[config.mk]
export PLATFORM = sky130hd
export DESIGN_NAME = smoothed_control_value_flat
export DESIGN_NICKNAME = d
export VERILOG_FILES = /design/src/rtl/core/scv_pkg.sv /design/src/rtl/core/scv_if.sv /design/src/rtl/core/smoothed_control_value.sv /design/src/rtl/core/scv_csr.sv /design/src/rtl/core/scv_ctrl.sv /design/src/rtl/core/scv_datapath.sv /design/src/flat_wrapper.sv
export SDC_FILE = /design/constraint.sdc
export NUM_CORES = 2
export LEC_CHECK = 0
export ABC_AREA = 1
export BUFFER_PORTS_ARGS = -buffer_cell sky130_fd_sc_hd__buf_2
export CAP_MARGIN = 20
export CELL_PAD_IN_SITES_DETAIL_PLACEMENT = 0
export CELL_PAD_IN_SITES_GLOBAL_PLACEMENT = 1
export CORE_ASPECT_RATIO = 0.6
export CORE_UTILIZATION = 50
export CTS_BUF_LIST = sky130_fd_sc_hd__clkbuf_8
export DETAILED_ROUTE_END_ITERATION = 6
export HOLD_SLACK_MARGIN = 0.03
export PLACE_DENSITY = 0.93
export SYNTH_ARGS = -nofsm -noshare
export SYNTH_HDL_FRONTEND = slang
export SYNTH_SLANG_ARGS = --single-unit
export TNS_END_PERCENT = 50
[constraint.sdc]
create_clock -name clock -period 38.5 [get_ports clock]
set_input_delay 3.85 -clock clock [delete_from_list [all_inputs] [get_ports clock]]
set_output_delay 3.85 -clock clock [all_outputs]
set_load 0.02 [all_outputs]
[src/rtl/core/scv_pkg.sv]
// Shared types and constants for the smoothed control value block.
// Depends on nothing; every other file imports it.
package scv_pkg;

   // Item field widths
   localparam int OP_W  = 3;
   localparam int VAL_W = 32;    // signed Q23.8 value and target
   localparam int FAC_W = 16;    // signed Q7.8 scale factor
   localparam int FRAC_W = 8;    // fraction bits of Q23.8

   // Register widths
   localparam int INT_W   = 24;  // integer registers (default, limits, deadband)
   localparam int GAIN_W  = 17;
   localparam int MSTEP_W = 23;
   localparam int CSR_IDX_W = 3;
   localparam int CSR_DATA_W = 24;

   // Datapath widths
   localparam int TGT_W  = 41;               // update target, covers scaled value
   localparam int DIF_W  = 42;               // target minus value
   localparam int MULA_W = GAIN_W + 1;       // signed operand a of the multiplier
   localparam int PROD_W = MULA_W + DIF_W;
   localparam int FD_W   = PROD_W - 16;      // gain times difference, Q0.16 dropped
   localparam int ARG_W  = 45;               // pre-clamp value

   localparam logic [GAIN_W-1:0] GAIN_RESET = GAIN_W'(6554);

   // Operation codes
   typedef enum logic [OP_W-1:0] {
      OP_RESET    = 3'd0,
      OP_FORCE    = 3'd1,
      OP_AT_LEAST = 3'd2,
      OP_NO_MORE  = 3'd3,
      OP_UPDATE   = 3'd4,
      OP_SCALE    = 3'd5,
      OP_DECAY    = 3'd6
   } op_type;

   // Register indexes
   localparam logic [CSR_IDX_W-1:0] CSR_DEFAULT  = 3'd0;
   localparam logic [CSR_IDX_W-1:0] CSR_LOWER    = 3'd1;
   localparam logic [CSR_IDX_W-1:0] CSR_UPPER    = 3'd2;
   localparam logic [CSR_IDX_W-1:0] CSR_GAIN     = 3'd3;
   localparam logic [CSR_IDX_W-1:0] CSR_MIN_STEP = 3'd4;
   localparam logic [CSR_IDX_W-1:0] CSR_DEADBAND = 3'd5;

   typedef enum logic [2:0] {
      ST_IDLE,
      ST_TGT,
      ST_DIFF,
      ST_MUL,
      ST_APPLY
   } state_type;

   typedef struct packed {
      logic signed [INT_W-1:0]  default_value;
      logic signed [INT_W-1:0]  lower_limit;
      logic signed [INT_W-1:0]  upper_limit;
      logic [GAIN_W-1:0]        gain;
      logic [MSTEP_W-1:0]       min_step;
      logic signed [INT_W-1:0]  deadband;
   } cfg_type;

   // Controller to datapath
   typedef struct packed {
      logic load;    // latch the accepted item
      logic tgt;     // form the update target
      logic diff;    // target minus value
      logic mul;     // gain times difference
      logic apply;   // commit the new value
   } cmd_type;

   // Datapath to controller
   typedef struct packed {
      logic upd_in;  // incoming item is update, scale or decay
   } sts_type;

endpackage

[src/rtl/core/scv_if.sv]
// Item channel interfaces for the smoothed control value block.
// Depends on scv_pkg.
interface scv_req_if;
   import scv_pkg::*;
   logic                    valid;
   logic                    ready;
   logic [OP_W-1:0]         operation;
   logic signed [VAL_W-1:0] target;
   logic signed [FAC_W-1:0] factor;
   logic                    arm_first;

   modport source (output valid, output operation, output target, output factor,
                   output arm_first, input ready);
   modport sink   (input valid, input operation, input target, input factor,
                   input arm_first, output ready);
endinterface

interface scv_rsp_if;
   import scv_pkg::*;
   logic                    valid;
   logic                    ready;
   logic signed [VAL_W-1:0] value;

   modport source (output valid, output value, input ready);
   modport sink   (input valid, input value, output ready);
endinterface

[src/rtl/core/smoothed_control_value.sv]
// Top level of the smoothed control value block.
// Depends on scv_pkg, scv_if, scv_csr, scv_ctrl and scv_datapath.
//
// Holds one signed Q23.8 control value and a first-update flag. Each item on
// the request channel names an operation (reset, force, at_least, no_more,
// update, scale, decay) and every item returns the value after it. Updates
// move the value by gain times the difference, subject to deadband and
// min_step, then clamp to the limits and saturate to 32 bits. Reset, force,
// at_least, no_more and the unused code go accept, commit; update, scale and
// decay go accept, target, difference, multiply, commit, using the one shared
// 18 x 42 multiplier for the scale and the gain product. The value register
// is the result register: a new item is taken while a result waits, and its
// commit holds until that result is taken. Registers are written on csr_we;
// the user writes them only while idle, which the block does not enforce.
module smoothed_control_value (
   input  logic                           clock,
   input  logic                           reset,
   scv_req_if.sink                        req_port,
   scv_rsp_if.source                      rsp_port,
   input  logic                           csr_we,
   input  logic [scv_pkg::CSR_IDX_W-1:0]  csr_index,
   input  logic [scv_pkg::CSR_DATA_W-1:0] csr_wdata
);
   import scv_pkg::*;

   cfg_type cfg;
   cmd_type cmd;
   sts_type sts;

   // register file
   scv_csr u_csr (
      .clock     (clock),
      .reset     (reset),
      .csr_we    (csr_we),
      .csr_index (csr_index),
      .csr_wdata (csr_wdata),
      .cfg       (cfg)
   );

   // sequencer: handshakes and step commands
   scv_ctrl u_ctrl (
      .clock     (clock),
      .reset     (reset),
      .req_valid (req_port.valid),
      .req_ready (req_port.ready),
      .rsp_valid (rsp_port.valid),
      .rsp_ready (rsp_port.ready),
      .sts       (sts),
      .cmd       (cmd)
   );

   // value, multiplier and clamps; the value drives the result item directly
   scv_datapath u_dp (
      .clock        (clock),
      .reset        (reset),
      .cmd          (cmd),
      .sts          (sts),
      .cfg          (cfg),
      .in_operation (req_port.operation),
      .in_target    (req_port.target),
      .in_factor    (req_port.factor),
      .in_arm_first (req_port.arm_first),
      .value        (rsp_port.value)
   );

endmodule

[src/rtl/core/scv_csr.sv]
// Configuration registers of the smoothed control value block.
// Depends on scv_pkg.
module scv_csr (
   input  logic                            clock,
   input  logic                            reset,
   input  logic                            csr_we,
   input  logic [scv_pkg::CSR_IDX_W-1:0]   csr_index,
   input  logic [scv_pkg::CSR_DATA_W-1:0]  csr_wdata,
   output scv_pkg::cfg_type                cfg
);
   import scv_pkg::*;

   cfg_type cfg_ff;
   cfg_type cfg_in;

   always_comb begin
      cfg_in = cfg_ff;
      if (csr_we) begin
         unique case (csr_index)
            CSR_DEFAULT:  cfg_in.default_value = $signed(csr_wdata[INT_W-1:0]);
            CSR_LOWER:    cfg_in.lower_limit   = $signed(csr_wdata[INT_W-1:0]);
            CSR_UPPER:    cfg_in.upper_limit   = $signed(csr_wdata[INT_W-1:0]);
            CSR_GAIN:     cfg_in.gain          = csr_wdata[GAIN_W-1:0];
            CSR_MIN_STEP: cfg_in.min_step      = csr_wdata[MSTEP_W-1:0];
            CSR_DEADBAND: cfg_in.deadband      = $signed(csr_wdata[INT_W-1:0]);
            default:      cfg_in = cfg_ff;   // unmapped index, ignored
         endcase
      end
   end

   always_ff @(posedge clock) begin
      if (reset) begin
         cfg_ff.default_value <= '0;
         cfg_ff.lower_limit   <= '0;
         cfg_ff.upper_limit   <= '0;
         cfg_ff.gain          <= GAIN_RESET;
         cfg_ff.min_step      <= '0;
         cfg_ff.deadband      <= '0;
      end else begin
         cfg_ff <= cfg_in;
      end
   end

   assign cfg = cfg_ff;

endmodule

[src/rtl/core/scv_ctrl.sv]
// Sequencing controller of the smoothed control value block.
// Depends on scv_pkg.
module scv_ctrl (
   input  logic              clock,
   input  logic              reset,
   input  logic              req_valid,
   output logic              req_ready,
   output logic              rsp_valid,
   input  logic              rsp_ready,
   input  scv_pkg::sts_type  sts,
   output scv_pkg::cmd_type  cmd
);
   import scv_pkg::*;

   state_type state_ff, state_in;
   logic      rsp_valid_ff, rsp_valid_in;

   always_ff @(posedge clock) begin
      if (reset) begin
         state_ff     <= ST_IDLE;
         rsp_valid_ff <= 1'b0;
      end else begin
         state_ff     <= state_in;
         rsp_valid_ff <= rsp_valid_in;
      end
   end

   always_comb begin
      state_in     = state_ff;
      cmd          = '0;
      req_ready    = 1'b0;
      rsp_valid_in = rsp_valid_ff && !rsp_ready;
      unique case (state_ff)
         ST_IDLE: begin
            req_ready = 1'b1;
            if (req_valid) begin
               cmd.load = 1'b1;
               state_in = sts.upd_in ? ST_TGT : ST_APPLY;
            end
         end
         ST_TGT: begin
            cmd.tgt  = 1'b1;
            state_in = ST_DIFF;
         end
         ST_DIFF: begin
            cmd.diff = 1'b1;
            state_in = ST_MUL;
         end
         ST_MUL: begin
            cmd.mul  = 1'b1;
            state_in = ST_APPLY;
         end
         ST_APPLY: begin
            // value register doubles as the result register: commit only once
            // the previous result has left
            if (!rsp_valid_ff || rsp_ready) begin
               cmd.apply    = 1'b1;
               rsp_valid_in = 1'b1;
               state_in     = ST_IDLE;
            end
         end
         default: state_in = ST_IDLE;
      endcase
   end

   assign rsp_valid = rsp_valid_ff;

endmodule

[src/rtl/core/scv_datapath.sv]
// Datapath of the smoothed control value block: value, shared multiplier,
// smoothing step, clamps. Depends on scv_pkg.
module scv_datapath (
   input  logic                          clock,
   input  logic                          reset,
   input  scv_pkg::cmd_type              cmd,
   output scv_pkg::sts_type              sts,
   input  scv_pkg::cfg_type              cfg,
   input  logic [scv_pkg::OP_W-1:0]      in_operation,
   input  logic signed [scv_pkg::VAL_W-1:0] in_target,
   input  logic signed [scv_pkg::FAC_W-1:0] in_factor,
   input  logic                          in_arm_first,
   output logic signed [scv_pkg::VAL_W-1:0] value
);
   import scv_pkg::*;

   localparam logic signed [ARG_W-1:0] SAT_HI = ARG_W'(2**(VAL_W-1) - 1);
   localparam logic signed [ARG_W-1:0] SAT_LO = ~SAT_HI;

   function automatic logic signed [VAL_W-1:0] clamp_val(
      input logic signed [ARG_W-1:0] x,
      input logic signed [VAL_W-1:0] lo,
      input logic signed [VAL_W-1:0] hi);
      logic signed [ARG_W-1:0] r;
      r = x;
      if (hi > lo) begin
         if (r > ARG_W'(hi)) r = ARG_W'(hi);
         if (r < ARG_W'(lo)) r = ARG_W'(lo);
      end
      if (r > SAT_HI) r = SAT_HI;
      if (r < SAT_LO) r = SAT_LO;
      return VAL_W'(r);
   endfunction

   // item registers
   logic [OP_W-1:0]          op_ff;
   logic signed [VAL_W-1:0]  tgt_ff;
   logic signed [FAC_W-1:0]  fac_ff;
   logic                     arm_ff;
   // work registers
   logic signed [TGT_W-1:0]  t_ff;
   logic signed [DIF_W-1:0]  d_ff;
   logic signed [FD_W-1:0]   fd_ff;
   // state
   logic signed [VAL_W-1:0]  v_ff, v_in;
   logic                     first_ff, first_in;

   logic signed [VAL_W-1:0]  dflt_q8, lo_q8, hi_q8, tol_q8, mstep_q8;
   logic signed [MULA_W-1:0] mul_a;
   logic signed [DIF_W-1:0]  mul_b;
   logic signed [PROD_W-1:0] prod;

   logic signed [ARG_W-1:0]  d_x, nd_x, fd_x, nfd_x, v_x, ad_x, tol_x, m_x;
   logic signed [ARG_W-1:0]  lim, step, upd_arg, clamp_in;
   logic                     copy, hold, keep;
   logic signed [VAL_W-1:0]  clamped;

   assign dflt_q8  = $signed({cfg.default_value, {FRAC_W{1'b0}}});
   assign lo_q8    = $signed({cfg.lower_limit, {FRAC_W{1'b0}}});
   assign hi_q8    = $signed({cfg.upper_limit, {FRAC_W{1'b0}}});
   assign tol_q8   = $signed({cfg.deadband, {FRAC_W{1'b0}}});
   assign mstep_q8 = $signed({1'b0, cfg.min_step, {FRAC_W{1'b0}}});

   assign sts.upd_in = (in_operation == OP_UPDATE) || (in_operation == OP_SCALE) ||
                       (in_operation == OP_DECAY);

   // shared multiplier: factor x value for scale, gain x difference for the step
   assign mul_a = cmd.mul ? $signed({1'b0, cfg.gain}) : MULA_W'(fac_ff);
   assign mul_b = cmd.mul ? d_ff : DIF_W'(v_ff);
   assign prod  = mul_a * mul_b;

   always_ff @(posedge clock) begin
      if (cmd.load) begin
         op_ff  <= in_operation;
         tgt_ff <= in_target;
         fac_ff <= in_factor;
         arm_ff <= in_arm_first;
      end
      if (cmd.tgt) begin
         unique case (op_ff)
            OP_SCALE: t_ff <= TGT_W'(prod >>> FRAC_W);
            OP_DECAY: t_ff <= TGT_W'(dflt_q8);
            default:  t_ff <= TGT_W'(tgt_ff);
         endcase
      end
      if (cmd.diff) d_ff  <= DIF_W'(t_ff) - DIF_W'(v_ff);
      if (cmd.mul)  fd_ff <= FD_W'(prod >>> 16);
   end

   // smoothing step
   always_comb begin
      d_x   = ARG_W'(d_ff);
      nd_x  = -d_x;
      fd_x  = ARG_W'(fd_ff);
      nfd_x = -fd_x;
      v_x   = ARG_W'(v_ff);
      ad_x  = d_ff[DIF_W-1] ? nd_x : d_x;
      tol_x = ARG_W'(tol_q8);
      m_x   = ARG_W'(mstep_q8);
      copy  = (tol_x < 0) && (ad_x > -tol_x);
      hold  = (tol_x > 0) && (ad_x <= tol_x);
      keep  = !first_ff && !copy && hold;
      if (d_ff[DIF_W-1]) begin
         lim  = (nd_x < m_x) ? nd_x : m_x;
         step = (nfd_x > lim) ? nfd_x : lim;
      end else begin
         lim  = (d_x < m_x) ? d_x : m_x;
         step = (fd_x > lim) ? fd_x : lim;
      end
      priority if (first_ff || copy) upd_arg = ARG_W'(t_ff);
      else if (m_x == 0)             upd_arg = v_x + fd_x;
      else if (d_ff[DIF_W-1])        upd_arg = v_x - step;
      else                           upd_arg = v_x + step;
      clamp_in = (op_ff == OP_FORCE) ? ARG_W'(tgt_ff) : upd_arg;
      clamped  = clamp_val(clamp_in, lo_q8, hi_q8);
   end

   always_comb begin
      v_in     = v_ff;
      first_in = first_ff;
      if (cmd.apply) begin
         unique case (op_ff)
            OP_RESET: begin
               v_in     = dflt_q8;
               first_in = arm_ff;
            end
            OP_FORCE: begin
               v_in     = clamped;
               first_in = 1'b0;
            end
            OP_AT_LEAST: if (v_ff < tgt_ff) v_in = tgt_ff;
            OP_NO_MORE:  if (v_ff > tgt_ff) v_in = tgt_ff;
            OP_UPDATE, OP_SCALE, OP_DECAY: begin
               if (!keep) begin
                  v_in     = clamped;
                  first_in = 1'b0;
               end
            end
            default: v_in = v_ff;   // unused code: no change
         endcase
      end
   end

   always_ff @(posedge clock) begin
      if (reset) begin
         v_ff     <= '0;
         first_ff <= 1'b0;
      end else begin
         v_ff     <= v_in;
         first_ff <= first_in;
      end
   end

   assign value = v_ff;

endmodule

[src/flat_wrapper.sv]
// flat-port wrapper written by rule: the top's interface ports become plain ports
module smoothed_control_value_flat import scv_pkg::*;
  (clock, reset, csr_we, csr_index, csr_wdata, req_port_valid, req_port_operation, req_port_target, req_port_factor, req_port_arm_first, req_port_ready, rsp_port_valid, rsp_port_value, rsp_port_ready);
  scv_req_if req_port_i ();
  scv_rsp_if rsp_port_i ();
  input  logic clock;
  input  logic reset;
  input  logic csr_we;
  input  logic [scv_pkg::CSR_IDX_W-1:0] csr_index;
  input  logic [scv_pkg::CSR_DATA_W-1:0] csr_wdata;
  input wire logic [$bits(req_port_i.valid)-1:0] req_port_valid;
  input wire logic [$bits(req_port_i.operation)-1:0] req_port_operation;
  input wire logic [$bits(req_port_i.target)-1:0] req_port_target;
  input wire logic [$bits(req_port_i.factor)-1:0] req_port_factor;
  input wire logic [$bits(req_port_i.arm_first)-1:0] req_port_arm_first;
  output wire logic [$bits(req_port_i.ready)-1:0] req_port_ready;
  output wire logic [$bits(rsp_port_i.valid)-1:0] rsp_port_valid;
  output wire logic [$bits(rsp_port_i.value)-1:0] rsp_port_value;
  input wire logic [$bits(rsp_port_i.ready)-1:0] rsp_port_ready;
  assign req_port_i.valid = req_port_valid;
  assign req_port_i.operation = req_port_operation;
  assign req_port_i.target = req_port_target;
  assign req_port_i.factor = req_port_factor;
  assign req_port_i.arm_first = req_port_arm_first;
  assign req_port_ready = req_port_i.ready;
  assign rsp_port_valid = rsp_port_i.valid;
  assign rsp_port_value = rsp_port_i.value;
  assign rsp_port_i.ready = rsp_port_ready;
  smoothed_control_value u_core (.clock(clock), .reset(reset), .req_port(req_port_i), .rsp_port(rsp_port_i), .csr_we(csr_we), .csr_index(csr_index), .csr_wdata(csr_wdata));
endmodule
==> metrics.csv <==
stage,metric,value,unit
cts,clk_latency,0.77,ns
synthesis,yosys.area.top_type,fa_1,
cts,clockBufferDepth,3,
worst_setup_path,crit_start,u_core.u_dp.d_ff[0]$_DFFE_PP_,
detailed_routing,via_per_inst,6.00,
floorplanning,die_h,273,um
synthesis,yosysMostFrequentCell,nand2_1,
hold_path,min_delay_worst_endpoint,u_core.u_csr.cfg[60]$_SDFFE_PP0P_,
floorplanning,core_area,0.120,mm^2
final_layout,finalNonFillerCells,10100,
worst_setup_path,slowest_delay,0.80,ns
detailed_routing,firstDrtPassIters,7,
timing,finalSetupViolations,0,
cts,clk_pin_slew,0.07,ns
synthesis,synth.avg_cell_area,7.26,um^2
final_layout,final_area,0.0647,mm^2
worst_setup_path,r2r_slack,17.36,ns
worst_setup_path,rr_startpoint,u_core.u_dp.d_ff[0]$_DFFE_PP_,
floorplanning,die_w,453,um
cts,cts_hold_buf,0,
floorplanning,start_util,0.508,
synthesis,synth_edf_count,179,
synthesis,synthFlopType,edfxtp_1,
global_routing,grt_pass1_vias,56400,
pwr,p_per_area,75.5,mW/mm^2
worst_setup_path,crit_type,reg2reg,
final_layout,regArea,0.00884,mm^2
detailed_routing,wl_per_cell,26.8,um
pwr,power_leakage,31.5,nW
final_layout,drive_above_1_share,0.0651,
detailed_routing,routed_wirelength,270000,um
detailed_routing,dr_total_vias,60300,
worst_setup_path,crit_fanout,51,
cts,clock_sinks,352,
detailed_routing,wl_met3,46400,um
synthesis,ys_ff_latch,352,
synthesis,synth_fp_nets,9766,
worst_setup_path,crit_top_cell,nand2_1,
place,placed_area,0.0632,mm^2
worst_setup_path,timing.rr.end,u_core.u_dp.value[28]$_SDFFE_PP0P_,
synthesis,seq_area_frac_synth,0.145,
cts,clockRootBuffer,clkbuf_8,
synthesis,synth_top_area_frac,0.235,
synthesis,ys_types,70,
synthesis,yosys-top-cells-area,"fa_1 23%, nand2_1 12%, ha_1 12%, inv_1 9.2%, edfxtp_1 8.8%",
cts,numCtsBuffers,67,
synthesis,synth_cells,8396,
timing,fin_hold_ws,0.465,ns
final_layout,nets,9769,
timing,period_minus_slack,21.14,ns
timing,final-hold-violation-count,0,
final_layout,multi_input_area,0.0453,mm^2
cts,cts-htree-levels,3,
synthesis,syn_area,0.0610,mm^2
detailed_routing,drtIter0Drc,8763,
detailed_routing,drc,2,
global_routing,grt_usage,0.434,
cts,cts_tree,done,
hold_path,hold_depth,2,
global_routing,antenna_found_initial,18,
worst_setup_path,ff2ff_path_depth,108,
final_layout,area_growth,6.05,%
timing,rsz0062_at_grt,false,
run_status,status,"finished, violations left",
floorplanning,die-area,0.123,mm^2
floorplanning,num_rows,98,
detailed_routing,routed.top_layer,met5,
timing,slew_violations,0,
worst_setup_path,cp.required,39.11,ns
worst_setup_path,worst_setup_path_start_kind,flip-flop,
synthesis,async_reset_ff_frac,0,
timing,max-slew-margin-rel,0.0663,
worst_setup_path,cp.arrival,21.76,ns
pwr,peakVddDrop,0.117,mV
cts,post-cts-setup-buffer-count,0,
synthesis,synthTopCellsByCount,"1934 x nand2_1, 1487 x inv_1, 715 x fa_1",
global_routing,gr-total-overflow,0,
floorplanning,ios,118,
run_status,violations,design-rule violations,
timing,timing.fmax,47.3,MHz
worst_setup_path,worst_setup_path_end_kind,flip-flop,
detailed_routing,route.met2.wl,97100,um
hold_path,min_path_type,reg2reg,
global_routing,grt_max_degree,92,
timing,finalCritPeriodShare,0.549,
detailed_routing,wl_met1,118000,um
synthesis,ys_warn_count,0,
worst_setup_path,slowest_stage,a21oi_1,
place,dp.cells,9921,
detailed_routing,ant_nets,0,
timing,worstMarginPinSlew,1.40,ns
timing,finalSetupTns,0,ns
place,hpwl,224000,um
timing,clock_skew,0.0598,ns
final_layout,nFillCells,11800,
global_routing,grt_pass1_wl,388000,um
flow_run,cap_violations,0,
place,io_buffers,117,
cts,cts-resized-gates,0,
place,routabilityCongestion,1.11,
hold_path,hp-start,u_core.u_csr.cfg[60]$_SDFFE_PP0P_,
==> worst max path at each step <==
stage | endpoint | slack (ns) | cells after the start
floorplan | u_core.u_dp.value[10]$_SDFFE_PP0P_ | 24.07 | 112
global placement | u_core.u_dp.value[6]$_SDFFE_PP0P_ | 18.43 | 112
detailed placement | u_core.u_dp.value[20]$_SDFFE_PP0P_ | 18.04 | 107
CTS | u_core.u_dp.value[22]$_SDFFE_PP0P_ | 18.00 | 107
global route | u_core.u_dp.value[25]$_SDFFE_PP0P_ | 15.52 | 110
finish | u_core.u_dp.value[28]$_SDFFE_PP0P_ | 17.36 | 108
==> metrics by stage <==
step | util | setup slack, ns | power [mW]
2_1_floorplan | - | 24.07 | 2.93
3_5_place_dp | 0.526 | 18.04 | 4.28
5_1_grt | 0.539 | 15.52 | 5.16
6_report | 0.539 | 17.36 | 4.89
3_3_place_gp | 0.526 | 18.43 | 4.25
4_1_cts | 0.538 | 18.00 | 4.72
==> critical path, delay by kind of cell (launching register included) <==
kind,cells,cell delay (ns)
flip-flops,1,0.38
adder cells (fa/ha/maj),8,2.80
AO/OA/AOI/OAI,18,4.48
AND/OR/NAND/NOR,64,9.99
XOR/XNOR,3,0.63
buffers and inverters,15,2.62
==> metal layers <==
layer | GRT usage | up-vias
met1 | 0.655 | 29000
met3 | 0.197 | 419
li1 | - | 26700
met5 | 0 | -
met4 | 0.121 | 16
met2 | 0.537 | 4186
==> sequential cells by signal, indices dropped and copies added, names as in the netlist, 16 cells and up <==
signal,cells
u_core.u_csr.cfg,136
u_core.u_dp.d_ff,42
u_core.u_dp.fac_ff,16
u_core.u_dp.fd_ff,44
u_core.u_dp.t_ff,41
u_core.u_dp.tgt_ff,32
u_core.u_dp.value,32
==> layout make-up <==
class / instances / area share
Multi-Input combinational cell: 6220 / 0.700
Sequential cell: 352 / 0.137
Inverter: 1532 / 0.0890
Tap cell: 1600 / 0.0310
Timing Repair Buffer: 226 / 0.0218
Clock buffer: 79 / 0.0168
Clock inverter: 43 / 0.00472
Antenna cell: 9 / 0.000348
==> report_power, final <==
part,leakage [nW],internal [mW],switching (mW)
combinational,27.7,1.18,2.73
clock,0.755,0.205,0.207
sequential,3.06,0.515,0.0467
total,31.5,1.90,2.99
==> placed cells by master (no fill, tap or decap), types with 173 or more instances in the layout <==
cell      instances
o21ai_0         474
a21oi_1         531
ha_1            571
inv_1          1496
nor2_1          686
nand3_1         392
nand2_1        1934
dfxtp_1         173
fa_1            715
edfxtp_1        179
==> cell families after synthesis <==
group / Yosys count / share of synthesized area
xor gates and xnor gates: 224 / 0.0322
buffers and inverters: 1824 / 0.116
DFF: 352 / 0.145
and+or+nand+nor: 3405 / 0.237
AOI/OAI and AO/OA: 1305 / 0.118
adders and majority gates: 1286 / 0.352
(Power assumes the default switching activity.)
